--- src/rtl/brsp_pkg.sv ---
// ----------------------------------------------------------------------------
// brsp_pkg
// Types and codes shared by the backup request stream parser files.
// ----------------------------------------------------------------------------
package brsp_pkg;

    // parser phase
    typedef enum logic [3:0] {
        PH_VER    = 4'd0,
        PH_CMD    = 4'd1,
        PH_ECHO   = 4'd2,
        PH_NAME   = 4'd3,
        PH_COUNT  = 4'd4,
        PH_PATH   = 4'd5,
        PH_TYPE   = 4'd6,
        PH_HASH   = 4'd7,
        PH_CLOSED = 4'd8
    } t_phase;

    // tag carried by every result item
    typedef enum logic [3:0] {
        K_VERSION  = 4'd0,
        K_COMMAND  = 4'd1,
        K_ECHO     = 4'd2,
        K_NAME     = 4'd3,
        K_NAME_END = 4'd4,
        K_COUNT    = 4'd5,
        K_PATH     = 4'd6,
        K_PATH_END = 4'd7,
        K_TYPE     = 4'd8,
        K_HASH     = 4'd9,
        K_REPLY    = 4'd10,
        K_DISCARD  = 4'd11
    } t_kind;

    // closing error codes
    typedef enum logic [1:0] {
        ERR_NONE = 2'd0,
        ERR_CMD  = 2'd1,
        ERR_TYPE = 2'd2
    } t_err;

    // byte values of the protocol
    localparam logic [7:0] CMD_ECHO     = 8'h00;
    localparam logic [7:0] CMD_BACKUP   = 8'h01;
    localparam logic [7:0] STR_TERM     = 8'h00;
    localparam logic [7:0] TYPE_FILE    = 8'h66;
    localparam logic [7:0] TYPE_DIR     = 8'h64;
    localparam logic [7:0] REPLY_FIRST  = 8'h01;
    localparam logic [7:0] REPLY_SECOND = 8'h00;
    localparam logic [1:0] COUNT_LAST   = 2'd3;

    typedef struct packed {
        logic [7:0] in_byte;
    } t_in_item;

    typedef struct packed {
        t_kind       event_kind;
        logic [7:0]  out_byte;
        logic [4:0]  field_pos;
        logic [31:0] files_left;
        logic [7:0]  proto_version;
        t_err        error_code;
        logic        closed;
        logic        last;
    } t_out_item;

    // parser state carried between items
    typedef struct packed {
        t_phase      phase;
        logic [7:0]  version;
        logic [31:0] file_counter;
        logic [4:0]  byte_index;
        t_err        err;
    } t_state;

endpackage

--- src/rtl/brsp_stream_if.sv ---
// ----------------------------------------------------------------------------
// brsp_stream_if
// Valid/ready channel carrying one payload item per handshake.
// ----------------------------------------------------------------------------
interface brsp_stream_if #(
    parameter type T = logic
);
    logic valid;
    logic ready;
    T     data;

    modport source (output valid, output data, input ready);
    modport sink   (input valid, input data, output ready);
endinterface

--- src/rtl/brsp_step.sv ---
// ----------------------------------------------------------------------------
// brsp_step
// Next parser state and first result item for one received byte.
// ----------------------------------------------------------------------------
module brsp_step import brsp_pkg::*; #(
    parameter int HASH_BYTES = 20
) (
    input  t_state     i_state,
    input  logic [7:0] i_byte,
    output t_state     o_state,
    output t_out_item  o_item,
    output logic       o_reply
);

    localparam logic [4:0] HASH_LAST = 5'(HASH_BYTES - 1);

    t_state     n_state;
    t_kind      w_kind;
    logic [4:0] w_pos;
    logic       w_reply;

    // one phase step per byte
    always_comb begin
        n_state = i_state;
        w_kind  = K_VERSION;
        w_pos   = 5'd0;
        w_reply = 1'b0;
        case (i_state.phase)
            PH_CMD: begin
                w_kind = K_COMMAND;
                if (i_byte == CMD_ECHO) begin
                    n_state.phase = PH_ECHO;
                end else if (i_byte == CMD_BACKUP) begin
                    n_state.phase        = PH_NAME;
                    n_state.file_counter = 32'd0;
                end else begin
                    n_state.phase = PH_CLOSED;
                    n_state.err   = ERR_CMD;
                end
            end
            PH_ECHO: begin
                w_kind = K_ECHO;
            end
            PH_NAME: begin
                if (i_byte == STR_TERM) begin
                    w_kind               = K_NAME_END;
                    n_state.phase        = PH_COUNT;
                    n_state.byte_index   = 5'd0;
                    n_state.file_counter = 32'd0;
                end else begin
                    w_kind = K_NAME;
                end
            end
            PH_COUNT: begin
                w_kind               = K_COUNT;
                w_pos                = {3'd0, i_state.byte_index[1:0]};
                n_state.file_counter = {i_state.file_counter[23:0], i_byte};
                if (i_state.byte_index[1:0] == COUNT_LAST) begin
                    n_state.byte_index = 5'd0;
                    if (n_state.file_counter == 32'd0) begin
                        w_reply       = 1'b1;
                        n_state.phase = PH_VER;
                    end else begin
                        n_state.phase = PH_PATH;
                    end
                end else begin
                    n_state.byte_index = w_pos + 5'd1;
                end
            end
            PH_PATH: begin
                if (i_byte == STR_TERM) begin
                    w_kind        = K_PATH_END;
                    n_state.phase = PH_TYPE;
                end else begin
                    w_kind = K_PATH;
                end
            end
            PH_TYPE: begin
                w_kind = K_TYPE;
                if (i_byte == TYPE_FILE) begin
                    n_state.phase      = PH_HASH;
                    n_state.byte_index = 5'd0;
                end else if (i_byte == TYPE_DIR) begin
                    // directory entry has no hash, count it down now
                    n_state.file_counter = i_state.file_counter - 32'd1;
                    if (n_state.file_counter == 32'd0) begin
                        w_reply       = 1'b1;
                        n_state.phase = PH_VER;
                    end else begin
                        n_state.phase = PH_PATH;
                    end
                end else begin
                    n_state.phase = PH_CLOSED;
                    n_state.err   = ERR_TYPE;
                end
            end
            PH_HASH: begin
                w_kind = K_HASH;
                w_pos  = i_state.byte_index;
                if (i_state.byte_index >= HASH_LAST) begin
                    n_state.byte_index   = 5'd0;
                    n_state.file_counter = i_state.file_counter - 32'd1;
                    if (n_state.file_counter == 32'd0) begin
                        w_reply       = 1'b1;
                        n_state.phase = PH_VER;
                    end else begin
                        n_state.phase = PH_PATH;
                    end
                end else begin
                    n_state.byte_index = i_state.byte_index + 5'd1;
                end
            end
            PH_CLOSED: begin
                w_kind = K_DISCARD;
            end
            default: begin
                // header version byte, also for unused phase codes
                w_kind          = K_VERSION;
                n_state.version = i_byte;
                n_state.phase   = PH_CMD;
            end
        endcase
    end

    // result fields show the state after this byte
    always_comb begin
        o_item.event_kind    = w_kind;
        o_item.out_byte      = i_byte;
        o_item.field_pos     = w_pos;
        o_item.files_left    = n_state.file_counter;
        o_item.proto_version = n_state.version;
        o_item.error_code    = n_state.err;
        o_item.closed        = (n_state.phase == PH_CLOSED);
        o_item.last          = !w_reply;
    end

    assign o_state = n_state;
    assign o_reply = w_reply;

endmodule

--- src/rtl/backup_request_stream_parser.sv ---
// ----------------------------------------------------------------------------
// backup_request_stream_parser
// Tags each received byte of a backup connection and emits request replies.
// ----------------------------------------------------------------------------
//
//  channel  dir  payload                                   handshake
//  i_in     in   in_byte                                   valid/ready
//  o_out    out  event_kind, out_byte, field_pos,          valid/ready
//                files_left, proto_version, error_code,
//                closed, last
//
//  one byte per cycle while the output takes items and no reply is owed:
//  input register, one step of parse logic, result register
//  a byte that ends a request yields three items and holds the parser while
//  the reply bytes 01 00 leave the result register
//  reset puts the parser in the header phase with all counters cleared
//  a stalled output holds the result register; the input register still
//  takes one byte while it waits
//
module backup_request_stream_parser import brsp_pkg::*; #(
    parameter int HASH_BYTES = 20
) (
    input  logic          i_clk,
    input  logic          i_rst_n,
    brsp_stream_if.sink   i_in,
    brsp_stream_if.source o_out
);

    logic       r_in_valid;
    logic [7:0] r_in_byte;
    t_state     r_state;
    t_out_item  r_out;
    logic       r_out_valid;
    logic [1:0] r_reply_left;

    t_state     w_next;
    t_out_item  w_first;
    logic       w_reply;
    logic       w_out_free;
    logic       w_advance;
    logic       w_pop;

    // parse step
    brsp_step #(
        .HASH_BYTES (HASH_BYTES)
    ) u_step (
        .i_state (r_state),
        .i_byte  (r_in_byte),
        .o_state (w_next),
        .o_item  (w_first),
        .o_reply (w_reply)
    );

    // flow control
    assign w_out_free  = !r_out_valid || o_out.ready;
    assign w_advance   = r_in_valid && w_out_free && (r_reply_left == 2'd0);
    assign w_pop       = r_out_valid && o_out.ready;
    assign i_in.ready  = !r_in_valid || w_advance;
    assign o_out.valid = r_out_valid;
    assign o_out.data  = r_out;

    // input register
    always_ff @(posedge i_clk) begin
        if (!i_rst_n) begin
            r_in_valid <= 1'b0;
        end else if (i_in.valid && i_in.ready) begin
            r_in_valid <= 1'b1;
        end else if (w_advance) begin
            r_in_valid <= 1'b0;
        end
    end

    always_ff @(posedge i_clk) begin
        if (i_in.valid && i_in.ready) begin
            r_in_byte <= i_in.data.in_byte;
        end
    end

    // parser state
    always_ff @(posedge i_clk) begin
        if (!i_rst_n) begin
            r_state.phase        <= PH_VER;
            r_state.version      <= 8'd0;
            r_state.file_counter <= 32'd0;
            r_state.byte_index   <= 5'd0;
            r_state.err          <= ERR_NONE;
        end else if (w_advance) begin
            r_state <= w_next;
        end
    end

    // result register control, reply bytes follow the item that ends a request
    always_ff @(posedge i_clk) begin
        if (!i_rst_n) begin
            r_out_valid  <= 1'b0;
            r_reply_left <= 2'd0;
        end else if (w_advance) begin
            r_out_valid  <= 1'b1;
            r_reply_left <= w_reply ? 2'd2 : 2'd0;
        end else if (w_pop) begin
            if (r_reply_left != 2'd0) begin
                r_reply_left <= r_reply_left - 2'd1;
            end else begin
                r_out_valid <= 1'b0;
            end
        end
    end

    // result payload
    always_ff @(posedge i_clk) begin
        if (w_advance) begin
            r_out <= w_first;
        end else if (w_pop && (r_reply_left != 2'd0)) begin
            r_out.event_kind <= K_REPLY;
            r_out.out_byte   <= (r_reply_left == 2'd2) ? REPLY_FIRST : REPLY_SECOND;
            r_out.field_pos  <= 5'd0;
            r_out.files_left <= 32'd0;
            r_out.last       <= (r_reply_left == 2'd1);
        end
    end

`ifndef ASSERT_OFF
    // pending reply bytes always sit behind a valid result
    a_reply_has_out: assert property (@(posedge i_clk) disable iff (!i_rst_n)
        (r_reply_left != 2'd0) |-> r_out_valid)
        else $error("reply pending without a valid result");

    // no new byte is parsed while reply bytes are still owed
    a_no_parse_in_reply: assert property (@(posedge i_clk) disable iff (!i_rst_n)
        w_advance |-> (r_reply_left == 2'd0))
        else $error("byte parsed during reply");

    // the first reply byte is followed by exactly one more
    a_reply_pair: assert property (@(posedge i_clk) disable iff (!i_rst_n)
        (r_out_valid && (r_out.event_kind == K_REPLY) && !r_out.last)
        |-> (r_reply_left == 2'd1))
        else $error("reply byte count out of step");

    // a closed stream stays closed
    a_closed_sticky: assert property (@(posedge i_clk) disable iff (!i_rst_n)
        (r_state.phase == PH_CLOSED) |=> (r_state.phase == PH_CLOSED))
        else $error("closed stream reopened");
`endif

endmodule

--- src/flat_wrapper.sv ---
// flat-port wrapper written by rule: the top's interface ports become plain ports
module backup_request_stream_parser_flat import brsp_pkg::*;
#(
    parameter int HASH_BYTES = 20
)
  (i_clk, i_rst_n, i_in_valid, i_in_data, i_in_ready, o_out_valid, o_out_data, o_out_ready);
  brsp_stream_if #(.T(t_in_item)) i_in_i ();
  brsp_stream_if #(.T(t_out_item)) o_out_i ();
  input  logic i_clk;
  input  logic i_rst_n;
  input wire logic [$bits(i_in_i.valid)-1:0] i_in_valid;
  input wire logic [$bits(i_in_i.data)-1:0] i_in_data;
  output wire logic [$bits(i_in_i.ready)-1:0] i_in_ready;
  output wire logic [$bits(o_out_i.valid)-1:0] o_out_valid;
  output wire logic [$bits(o_out_i.data)-1:0] o_out_data;
  input wire logic [$bits(o_out_i.ready)-1:0] o_out_ready;
  assign i_in_i.valid = i_in_valid;
  assign i_in_i.data = i_in_data;
  assign i_in_ready = i_in_i.ready;
  assign o_out_valid = o_out_i.valid;
  assign o_out_data = o_out_i.data;
  assign o_out_i.ready = o_out_ready;
  backup_request_stream_parser #(.HASH_BYTES(HASH_BYTES)) u_core (.i_clk(i_clk), .i_rst_n(i_rst_n), .i_in(i_in_i), .o_out(o_out_i));
endmodule
--- config.mk ---
export PLATFORM = sky130hd
export DESIGN_NAME = backup_request_stream_parser_flat
export DESIGN_NICKNAME = d
export VERILOG_FILES = /design/src/rtl/brsp_pkg.sv /design/src/rtl/brsp_stream_if.sv /design/src/rtl/brsp_step.sv /design/src/rtl/backup_request_stream_parser.sv /design/src/flat_wrapper.sv
export SDC_FILE = /design/constraint.sdc
export NUM_CORES = 1
export LEC_CHECK = 0
export ABC_CLOCK_PERIOD_IN_PS = 4500
export BUFFER_PORTS_ARGS = -buffer_cell sky130_fd_sc_hd__buf_2
export CORE_MARGIN = 2
export CORE_UTILIZATION = 45
export DETAILED_ROUTE_END_ITERATION = 10
export HOLD_SLACK_MARGIN = 0.06
export PLACE_DENSITY = 0.69
export SLEW_MARGIN = 0
export SYNTH_ARGS = -nofsm -noshare
export SYNTH_HDL_FRONTEND = slang
export SYNTH_SLANG_ARGS = --single-unit
--- constraint.sdc ---
create_clock -name i_clk -period 4.5 [get_ports i_clk]
set_clock_uncertainty 0.05 [all_clocks]
set_input_delay 0.225 -clock i_clk [delete_from_list [all_inputs] [get_ports i_clk]]
set_output_delay 0.225 -clock i_clk [all_outputs]
set_load 0.01 [all_outputs]
# Word level (Yosys, flattened, before mapping)
# Index checks and enable logic that the tools add are counted.
# word_totals
reg_bits	124
input_bits	12
out_inout_bits	63
elab_cells	118
# classes
n_addsub	4
magnitude_cmp	1
eq_ne	18
n_mux	53
reduce_logical	25
# op_table
op	count
32-bit two-way mux	5
32-bit case mux with 5 select lines	1
49-bit two-way mux	2
32-bit zero test	2
37-bit two-way mux	1
4-bit two-way mux	8
4-bit case mux with 8 select lines	1
32-bit by 1-bit subtractor with 32-bit output (second input constant)	1
4-bit case mux with 7 select lines	1
5-bit case mux with 4 select lines	1
4-bit by 3-bit equality test with 1-bit output (second input constant)	4
8-bit by 7-bit equality test with 1-bit output (second input constant)	2
2-bit two-way mux	8
1-bit two-way mux	15
3-bit two-way mux	4
5-bit two-way mux	2
5-bit case mux with 2 select lines	1
2-bit nonzero test	5
4-bit by 2-bit equality test with 1-bit output (second input constant)	2
4-bit equality test (second input constant)	2
8-bit by 1-bit equality test with 1-bit output (second input constant)	1
8-bit zero test	1
8-bit two-way mux	1
8-bit OR reduction	1
19 further kinds	29

# Depth between registers and ports, before layout
# Gate-level depths: netlist of run 1.
# logic_depth
ltp_word	8
ltp_mapped	11
ltp_nobuf	10

# By module
# A second synthesis of run 1 with hierarchy kept.
# unflattened
cells_unflattened	806
hier_area_um2	7257.0
# modules_own_cells
mod	instances	cells_per_inst	area_per_inst_um2	seq_area_each_um2
backup_request_stream_parser	1	394	4653.2	3173.0
brsp_step	1	412	2603.7	0.0

# Worst setup path before layout of run 1
# No wires, ideal clock.
# synth_path
path_type	reg2reg
from	reg u_core.r_reply_left[0]
to	reg u_core.r_reply_left[1]
setup_ns	0.076
t_arrival_ns	3.470
required_ns	4.374
slack_ns	0.904
path_stages_with_launch	7
path_buffers	0
period_less_slack_ns	3.596
path_cell_list	dfxtp_1 > inv_1 > ha_1 > mux2i_1 > nor2_1 > o21ai_0 > a21oi_2
# synth_via
elab_chain_cells	4
word_cells_on_any_way	10
classes_between	add/sub: 1; mux: 3; reduce/logical: 6
# synth_lines
element	line_no	rtl
start: declaration	backup_request_stream_parser.sv:34	logic [1:0] r_reply_left;
start signal: assignment	backup_request_stream_parser.sv:99	r_reply_left <= w_reply ? 2'd2 : 2'd0;
start signal: assignment	backup_request_stream_parser.sv:102	r_reply_left <= r_reply_left - 2'd1;
2-bit by 1-bit subtractor with 2-bit output or 2-bit zero test (tied branches)	backup_request_stream_parser.sv:102, backup_request_stream_parser.sv:56	
2-bit two-way mux or 1-bit logical AND (tied branches)	backup_request_stream_parser.sv:101, backup_request_stream_parser.sv:56	
2-bit two-way mux or 2-bit nonzero test (tied branches)	n/a	
2-bit two-way mux or 2-bit AND reduction (tied branches)	n/a	
# Several ways; a longest one is shown, not always the timed one. The select of a mux whose other input is x is not followed.
# A chain may end at the register's enable or synchronous reset.

# Worst setup path in the final report of run 1
# layout_path
from	reg u_core.r_state[7] (netlist bit)
to	reg u_core.r_out (netlist bit u_core.o_out.data[0]) (data pin)
# layout_via
elab_chain_cells	8
word_cells_on_any_way	12
classes_between	add/sub: 1; mux: 8; reduce/logical: 3
# layout_lines
element	line_no	rtl
start: declaration	backup_request_stream_parser.sv:31	t_state r_state;
start signal: assignment	backup_request_stream_parser.sv:88	r_state <= w_next;
32-bit by 1-bit subtractor with 32-bit output	brsp_step.sv:85, brsp_step.sv:102	
32-bit zero test	brsp_step.sv:86, brsp_step.sv:103	
1-bit two-way mux	brsp_step.sv:86, brsp_step.sv:103	
1-bit two-way mux	brsp_step.sv:83	end else if (i_byte == TYPE_DIR) begin
1-bit two-way mux	brsp_step.sv:80	if (i_byte == TYPE_FILE) begin
1-bit case mux with 3 select lines (*)	brsp_step.sv:28	case (i_state.phase)
1-bit zero test (*)	brsp_step.sv:134	o_item.last = !w_reply;
1-bit two-way mux (*)	backup_request_stream_parser.sv:111	if (w_advance) begin
end signal: assignment	backup_request_stream_parser.sv:112	r_out <= w_first;
end: declaration	backup_request_stream_parser.sv:32	t_out_item r_out;
# Every way passes the cells marked *; elsewhere a longest branch is shown, timed or not.

==> results.json, run 1 <==
{
  "cts-htree-levels": 4,
  "synth-simple-area-share": 0.234,
  "grt.total_usage": 0.256,
  "ys_types": 71,
  "overflow": 0,
  "fin_cells": 964,
  "nets": 790,
  "cp_slowest_cell": "or4b_1",
  "synth.largest_area_cell": "edfxtp_1",
  "fin_crit_sh": 0.756,
  "cts.clk_slew.worst_paths_ns": 0.06,
  "finalSetupViolCount": 0,
  "tightest_slew_ns": 0.979,
  "crit_arrival_ns": 3.54,
  "cp.required_ns": 4.63,
  "cts_buffers": 17,
  "fillers": 1272,
  "synth_edf_count": 69,
  "n_antenna_cell": 0,
  "critPathTopFamily": "simple AND/OR/NAND/NOR gates",
  "dr.pass1.iters": 6,
  "grt_pass1_vias": 5278,
  "synthXorXnorAreaFrac": 0.0162,
  "antenna_found_initial": 0,
  "synthFlopType": "edfxtp_1",
  "hold_path.class": "in -> reg",
  "synthAdderAreaFrac": 0.0135,
  "endpoint_kind": "flip-flop",
  "start_util": 0.463,
  "numPortBuffers": 74,
  "cts_setup_buffers": 0,
  "critPathMaxFanout": 7,
  "route.vias.total": 5759,
  "fin_crit_ns": 3.40,
  "powerDensity_mw_per_mm2": 447,
  "area_growth_pct": 18.0,
  "place_area_mm2": 0.00695,
  "power_leakage_nw": 2.80,
  "synth_compound_area_frac": 0.190,
  "regToRegStartpoint": "u_core.r_state[7]",
  "grt_pass1_wl_um": 29300,
  "ys_seq_elements": 124,
  "wire_per_inst_um": 19.4,
  "start_kind": "flip-flop",
  "core.rowCount": 43,
  "worstPathCellList": "inv_1 > ha_1 > or4b_1 > nor4_1 > xor2_1 > o31ai_1 > nand3_1 > o32a_1 > o21a_1",
  "finish.instance_area_mm2": 0.00764,
  "dp_hpwl_um": 13100,
  "slew_headroom": 0.343,
  "netlist_area_mm2": 0.00647,
  "max_cap_violations": 0,
  "avgSynthCellArea_um2": 9.10,
  "synth_top_family_by_area": "simple AND/OR/NAND/NOR gates",
  "dp_cells": 923,
  "wirelength_um": 18700,
  "cts_sinks": 124,
  "synth_fp_nets": 730,
  "ys_seq_area_frac": 0.490,
  "yosysWarnings": 0,
  "critical_path_class": "reg -> reg",
  "async_flop_share": 0,
  "fp.dieArea_mm2": 0.0154,
  "synthMuxAreaShare": 0.0153,
  "drive_gt1_frac": 0.181,
  "die_h_um": 124,
  "max_freq_ghz": 0.294,
  "synthTopCellsByArea": "edfxtp_1 32%, dfxtp_1 17%, nor2_1 5.7%, a21oi_1 5.0%, nand2_1 4.7%",
  "drcViolationCount": 0,
  "cts_tree": "yes",
  "grt_max_degree": 55,
  "place_congestion": 0.989,
  "hold_path.startpoint": "i_rst_n",
  "cp-startpoint": "u_core.r_state[7]",
  "vias_per_cell": 5.97,
  "cts_root_buffer": "clkbuf_16",
  "die_x_um": 124,
  "coreArea_mm2": 0.0140,
  "drv_slew": 0,
  "drtIter0Drc": 622,
  "insertion_delay_ns": 0.43,
  "hold_viol_final": 0,
  "finalSetupTns_ns": 0,
  "syn_inst": 711,
  "ctsLongestPathBuffers": 2,
  "grt_setup_unrepaired": "false",
  "peakVddDrop_mv": 0.266,
  "synth_top_cell_area_share": 0.320,
  "ioPinCount": 75,
  "slowest_delay_ns": 0.62,
  "outcome": "finished clean",
  "crit_buf_inv": 1,
  "drt.antenna.violating_nets": 0
}
-- registers in the layout, indices dropped and copies added (netlist names) --
register / flops
u_core.o_out.data: 61
u_core.r_state: 51
u_core.r_in_byte: 8
u_core.r_reply_left: 2
u_core.o_out.valid: 1
u_core.r_in_valid: 1
-- worst paths after layout --
kind / endpoint / slack (ns) / depth (start not counted)
worst max-delay path: u_core.o_out.data[0] / 1.10 / 9
worst min-delay path: u_core.r_state[9] / 0.09 / 2
worst max register to register: u_core.o_out.data[0] / 1.10 / 9
worst min register to register: u_core.r_state[44] / 0.40 / 2
-- timing repair --
| action | 4_1_cts | 5_1_grt |
|---|---|---|
| hold buffers | 9 | 0 |
| endpoints found under the hold margin | 9 | 0 |
| resized for setup | 0 | 0 |
-- metal layers --
| layer | vias to the layer above | routed length [um] | global-route usage |
|---|---|---|---|
| met2 | 252 | 8100 | 0.370 |
| met3 | 40 | 1350 | 0.0632 |
| met4 | 0 | 486 | 0.108 |
| li1 | 2728 | - | - |
| met5 | - | 0 | 0 |
| met1 | 2739 | 8800 | 0.365 |
-- placed cells by master (no fill, tap or decap), types with 6 or more instances in the layout --
master          n
nor2_1         97
nand2_1        81
buf_2          74
edfxtp_1       69
a21oi_1        65
dfxtp_1        55
o21ai_0        43
and2_1         18
nor3_1         17
nand3_1        17
clkbuf_16      17
a211oi_1       16
or3_1          10
inv_1          10
nand4_1        10
nor4_1          9
dlygate4sd3_1   9
buf_4           9
a221oi_1        8
a31oi_1         8
mux2_2          7
xor2_1          7
o21a_1          7
ha_1            7
nor2b_1         6
-- worst register-to-register path, delay by kind of cell, from the launching register on --
kind,cells,cell delay (ns)
AOI/OAI and AO/OA,3,0.86
xor gates and xnor gates,1,0.15
adders and majority gates,1,0.28
buffers and inverters,1,0.13
DFF,1,0.39
and+or+nand+nor,3,1.31
-- cell usage after synthesis, drive strengths merged, types with 11 or more instances --
cell    count
buf        15
nor3       18
dfxtp      55
a211oi     16
nand3      17
a21oi      66
nor2       99
nand2      81
o21ai      46
nor4       13
clkbuf     36
edfxtp     69
nand4      11
inv        13
and2       18
-- cell families (layout without fill, tap and decap cells) --
family | count (synthesis) | count (layout)
AND/OR/NAND/NOR | 301 | 301
AO/OA/AOI/OAI | 194 | 194
XOR/XNOR | 12 | 12
adder cells (fa/ha/maj) | 7 | 7
flip-flops | 124 | 124
buffers and inverters | 64 | 137
multiplexers | 9 | 9
-- cell type report --
class,count,area (um^2),share of cell area
sequential,124,3170,0.416
multi-input combinational,523,3060,0.401
timing repair buffer,92,528,0.0691
clock buffer,18,429,0.0562
tap,180,225,0.0295
clock inverter,14,170,0.0223
inverter,13,48.8,0.00639
-- power by group --
group / switching, W / internal, W
registers: 0.0000813 / 0.00130
logic: 0.000408 / 0.000218
clock network: 0.000528 / 0.000871
-- metrics by stage --
step	setup WS [ns]	utilization	hold WS, ns	total power, W
after global routing	0.911	0.546	0.0894	0.00355
after global placement	1.23	0.497	0.352	0.00201
after detailed placement	1.14	0.497	0.355	0.00202
final	1.10	0.546	0.0857	0.00341
after floorplan	0.904	-	0.274	0.00181
after CTS	1.12	0.546	0.0789	0.00342
No activity file was read; power rests on OpenSTA's default activity.
==> inputs of run 2 (changes only) <==
ABC_AREA = 1   (was unset)
ABC_CLOCK_PERIOD_IN_PS = 3050   (was 4500)
PLACE_DENSITY = 0.71   (was 0.69)
clock period = 3.05 ns   (was 4.5 ns; I/O delays follow)
==> run 2 against run 1 <==
Effect of this change: core utilization down 0.14 points; register-to-register slack worse by 0.87 ns; largest power group unchanged; first-iteration DRC count fell by 12%; total power grew 31%; worst setup slack got worse by 0.87 ns; non-clock buffer count up 5; via count grew 8.6%.
==> results.json, run 2 <==
{
  "syn_inst": 897,
  "cts_sinks": 124,
  "synth_most_common_cell": "nand2_1",
  "synthTopCellsByArea": "edfxtp_1 30%, dfxtp_1 16%, nand2_1 12%, nor2_1 7.1%, inv_1 6.1%",
  "netlist_area_mm2": 0.00692,
  "route.vias.total": 6257,
  "outcome": "finished clean",
  "start_kind": "flip-flop",
  "wl_met2_um": 8740,
  "dr_wl_met3_um": 871,
  "peakVddDrop_mv": 0.307,
  "ys_types": 46,
  "yosysWarnings": 0,
  "critPathTopFamily": "simple AND/OR/NAND/NOR gates",
  "fillers": 1434,
  "start_util": 0.458,
  "worst_slack_ns": 0.232,
  "synthFlopType": "edfxtp_1",
  "ys_seq_area_frac": 0.459,
  "finalSetupViolCount": 0,
  "vias_per_cell": 5.28,
  "async_flop_share": 0,
  "power_leakage_nw": 3.71,
  "antenna_found_initial": 0,
  "critical_path_class": "reg -> reg",
  "grt_max_degree": 51,
  "cts-htree-levels": 4,
  "critPathMaxFanout": 6,
  "synth_top_cell_area_share": 0.300,
  "drtIter0Drc": 549,
  "numPortBuffers": 74,
  "cp.required_ns": 3.18,
  "crit_buf_inv": 1,
  "finalPower_w": 0.00446,
  "hold_path.class": "in -> reg",
  "drcViolationCount": 0,
  "ctsLongestPathBuffers": 2,
  "grt_pass1_wl_um": 30700,
  "dp_worst_setup_slack_ns": 0.242,
  "drt.antenna.violating_nets": 0,
  "core.rowCount": 45,
  "cpMostUsedCell": "nor2_1",
  "drv_slew": 0,
  "dp_cells": 1142,
  "ys_seq_elements": 124,
  "synth_common_cells": "217 x nand2_1, 131 x nor2_1, 113 x inv_1",
  "fin_crit_sh": 0.924,
  "cts_root_buffer": "clkbuf_16",
  "overflow": 0,
  "die_x_um": 128,
  "max_freq_ghz": 0.355,
  "dp_hpwl_um": 13500,
  "cts_tree": "yes",
  "ioPinCount": 75,
  "powerDensity_mw_per_mm2": 542,
  "worstPathCellList": "inv_1 > ha_2 > nand3_4 > nor2_1 > nand2_1 > nor2_1 > xnor2_1 > nand2_1 > nor2_1 > nand3_2 > o21bai_2 > nand3_2 > o21a_1",
  "finish.instance_area_mm2": 0.00822,
  "slew_headroom": 0.449,
  "nets": 1003,
  "finalSetupTns_ns": 0,
  "crit_arrival_ns": 2.95,
  "cp_slowest_cell": "dfxtp_1",
  "area_growth_pct": 18.8,
  "grt_setup_unrepaired": "false",
  "cts_buffers": 17,
  "maxUsedRoutingLayer": "met4",
  "place_congestion": 0.916,
  "insertion_delay_ns": 0.43,
  "endpoint_kind": "flip-flop",
  "fin_cells": 1185,
  "largest_reg_flops": 61,
  "drive_gt1_frac": 0.182,
  "coreArea_mm2": 0.0151,
  "layout_common_cells": "217 x nand2_1, 131 x nor2_1, 113 x inv_1",
  "avgSynthCellArea_um2": 7.71,
  "die_h_um": 128,
  "fp.dieArea_mm2": 0.0164,
  "met1Wirelength_um": 8710,
  "max_cap_violations": 0,
  "wire_per_inst_um": 15.8,
  "hold_viol_final": 0,
  "synth_fp_nets": 916,
  "place_area_mm2": 0.00748,
  "tightest_slew_ns": 0.826,
  "dr.pass1.iters": 8,
  "n_antenna_cell": 0,
  "grt.total_usage": 0.241,
  "wirelength_um": 18800,
  "slowest_delay_ns": 0.36,
  "cts_setup_buffers": 0,
  "final_common_cell": "nand2_1",
  "synth_edf_count": 69,
  "cts.clk_slew.worst_paths_ns": 0.06,
  "grt_pass1_vias": 5908,
  "fin_crit_ns": 2.82,
  "synth.largest_area_cell": "edfxtp_1"
}
## run 2: changes by cell type in the layout (fill, tap and decap cells not counted), sizes merged, moves of 9 or more
cell,delta
nand2,+143
inv,+116
nor2,+57
and2,-18
a211oi,-14
nand3,+12
nor3,-11
nor4,-10
or3,-10
o21ai,+9
## run 2: repair_timing
action | in CTS | in global routing
gates resized for setup | 0 | 2
hold endpoints to repair | 18 | 0
hold buffers | 11 | 0
setup endpoints to repair | 0 | 1
## run 2: final timing paths
kind / startpoint / slack [ns] / to / cells after the start
min: i_in_data[3] / 0.38 / u_core.r_in_byte[3] / 2
max reg2reg: u_core.r_state[7] / 0.23 / u_core.o_out.data[0] / 13
max: u_core.r_state[7] / 0.23 / u_core.o_out.data[0] / 13
min reg2reg: u_core.r_reply_left[0] / 0.42 / u_core.r_reply_left[0] / 1
## run 2: cells by family (layout without fill, tap and decap cells)
logic type,after synthesis,in the layout,synth area share
AOI/OAI and AO/OA,159,159,0.134
xor gates and xnor gates,6,6,0.00760
adders and majority gates,7,7,0.0127
buffers and inverters,156,256,0.0932
DFF,124,124,0.459
and+or+nand+nor,445,445,0.293
## run 2: final cells by class
class	count	area, um^2	area share
inverters	127	489	0.0595
flip-flops and latches	124	3170	0.386
clock buffers	18	439	0.0535
well taps	188	235	0.0286
clock inverters	14	180	0.0219
multi-input cells	617	3130	0.381
repair buffers	97	571	0.0694
## run 2: power breakdown
group	switching, W	total (W)	internal [W]
logic	0.000288	0.000412	0.000125
clock network	0.000804	0.00213	0.00132
registers	0.0000363	0.00192	0.00188
## run 2: stage by stage
step	util	hold slack [ns]
after CTS	0.544	0.381
after global routing	0.544	0.381
after global placement	0.496	0.281
after floorplan	-	0.201
after detailed placement	0.496	0.281
final	0.544	0.378
## run 2: routing by layer
metal  global-route usage  vias up
met1                0.329     2907
met3               0.0501       39
met5                    0        -
met4               0.0840        0
met2                0.381      202
li1                     -     3109
==> inputs of run 3 (changes only) <==
BUFFER_PORTS_ARGS = unset   (was -buffer_cell sky130_fd_sc_hd__buf_2)
DONT_BUFFER_PORTS = 1   (was unset)
PLACE_DENSITY = 0.67   (was 0.71)
==> run 3 against run 2 <==
Effect of this change: worst setup slack gained 0.028 ns; flip-flop and latch count is the same; worst hold slack lost 0.27 ns; die area is the same; non-clock buffer count shrank 73; sequential share of layout area grew 1.8 points; final cell count shrank 6.2%; core utilization shrank 2.4 points; first-iteration DRC count shrank 8.7%; wire length shrank 3.2%; design area shrank 4.5%; global-route usage shrank 0.81 points; largest power group unchanged.
==> results.json, run 3 (same netlist as run 2, synthesis figures left out) <==
{
  "r2r_slack_ns": 0.26,
  "crit_arrival_ns": 2.92,
  "dp_hpwl_um": 13100,
  "cpMostUsedCell": "nor2_1",
  "fin_crit_ns": 2.79,
  "r2r_end": "u_core.o_out.data[0]",
  "power_leakage_nw": 3.40,
  "dr.pass1.iters": 5,
  "coreArea_mm2": 0.0151,
  "start_util": 0.458,
  "grt_pass1_vias": 5654,
  "peakVddDrop_mv": 0.370,
  "p_sw_w": 0.00104,
  "pwr-share-clk": 0.475,
  "reg2reg_depth": 13,
  "drt.antenna.violating_nets": 0,
  "multiInputGateArea_mm2": 0.00312,
  "cp_slowest_cell": "dfxtp_1",
  "cts_sinks": 124,
  "core.rowCount": 45,
  "max_freq_ghz": 0.358,
  "ctsLongestPathBuffers": 2,
  "cts_tree": "yes",
  "insertion_delay_ns": 0.43,
  "area_growth_pct": 13.5,
  "final_common_cell": "nand2_1",
  "place_congestion": 0.950,
  "grt_max_degree": 51,
  "seq_area_mm2": 0.00317,
  "die_h_um": 128,
  "min_to": "u_core.r_state[22]",
  "tightest_slew_ns": 0.915,
  "max_cap_violations": 0,
  "die_x_um": 128,
  "wirelength_um": 18200,
  "layout_common_cells": "217 x nand2_1, 131 x nor2_1, 113 x inv_1",
  "nets": 930,
  "critPathMaxFanout": 6,
  "n_antenna_cell": 0,
  "critical_path_class": "reg -> reg",
  "hold_path.startpoint": "i_rst_n",
  "fillers": 1490,
  "cts_buffers": 17,
  "numPortBuffers": 0,
  "outcome": "finished clean",
  "route.vias.total": 5911,
  "switching_share": 0.240,
  "ioPinCount": 75,
  "hold_path.class": "in -> reg",
  "fp.dieArea_mm2": 0.0164,
  "cts-htree-levels": 4,
  "grt_pass1_wl_um": 29600,
  "cts_root_buffer": "clkbuf_16",
  "grt_setup_unrepaired": "false",
  "endpoint_kind": "flip-flop",
  "worst_slack_ns": 0.260,
  "hold_depth": 3,
  "overflow": 0,
  "antenna_found_initial": 0,
  "slowest_delay_ns": 0.36,
  "hold_viol_final": 0,
  "vias_per_cell": 5.32,
  "fin_crit_sh": 0.915,
  "worstPathCellList": "inv_1 > ha_2 > nand3_4 > nor2_1 > nand2_1 > nor2_1 > xnor2_1 > nand2_1 > nor2_1 > nand3_2 > o21bai_2 > nand3_2 > o21a_1",
  "grt.total_usage": 0.233,
  "p_int_w": 0.00329,
  "largest_reg_flops": 61,
  "powerDensity_mw_per_mm2": 552,
  "regToRegStartpoint": "u_core.r_state[7]",
  "drtIter0Drc": 501,
  "drive_gt1_frac": 0.113,
  "drv_slew": 0,
  "start_kind": "flip-flop",
  "wire_per_inst_um": 16.3,
  "sequentialPowerShare": 0.453,
  "finalSetupViolCount": 0,
  "cts.clk_slew.worst_paths_ns": 0.06,
  "finalSetupTns_ns": 0,
  "drcViolationCount": 0,
  "cp.required_ns": 3.18,
  "p_comb_frac": 0.072,
  "slew_headroom": 0.388,
  "cp-startpoint": "u_core.r_state[7]",
  "dp_worst_setup_slack_ns": 0.251,
  "final_util": 0.520
}
==> run 3: cell types whose count changed in the layout (fill, tap and decap cells not counted), sizes merged <==
cell and change:
clkinvlp +1, dlygate4sd3 +1, inv -6, clkbuf +3, clkinv +2, buf -74
==> run 3: layer usage <==
metal	part of all wire	vias up	GRT usage
li1	-	2951	-
met1	0.46	2732	0.306
met2	0.47	199	0.380
met3	0.054	29	0.0467
met4	0.019	0	0.0886
met5	0	-	0
==> run 3: final cells by class <==
type                    count  share of cell area
flip-flops and latches    124               0.404
multi-input cells         617               0.398
repair buffers             24              0.0284
inverters                 127              0.0623
clock inverters            11              0.0183
well taps                 188              0.0300
clock buffers              21              0.0587
==> run 3: power by group through the flow <==
stage	Sequential, W	Combinational, W	Clock [W]
CTS	0.00197	0.000313	0.00208
global route	0.00198	0.000349	0.00215
floorplan	0.00199	0.000214	0
global placement	0.00200	0.000296	0
finish	0.00196	0.000312	0.00206
detailed placement	0.00200	0.000297	0
==> run 3: worst max-delay path: cells and delay by family (launching register included) <==
family / cells / cell delay [ns]
xor gates and xnor gates: 1 / 0.24
AOI/OAI and AO/OA: 2 / 0.29
DFF: 1 / 0.36
and+or+nand+nor: 8 / 1.17
adders and majority gates: 1 / 0.28
buffers and inverters: 1 / 0.15
==> run 3: repair_timing <==
action	CTS	global route
endpoints found under the hold margin	14	0
setup buffers	0	0
endpoints found under the setup margin	0	1
hold buffers	12	0
resized for setup	0	1
==> run 3: worst max-delay path by stage <==
stage                        endpoint  depth (start not counted)
2_1_floorplan  u_core.r_reply_left[1]                          5
3_3_place_gp     u_core.o_out.data[0]                         13
4_1_cts          u_core.o_out.data[0]                         13
6_report         u_core.o_out.data[0]                         13
5_1_grt          u_core.o_out.data[0]                         13
3_5_place_dp     u_core.o_out.data[0]                         13
==> run 3: metrics by stage <==
stage	cells	hold WS (ns)	area (um^2)	power (W)
after global routing	1112	0.146	7850	0.00448
final	1112	0.108	7850	0.00433
after CTS	1112	0.110	7850	0.00436
after detailed placement	1068	0.201	7120	0.00230
after global placement	1068	0.201	7120	0.00230
after floorplan	897	0.201	6920	0.00220
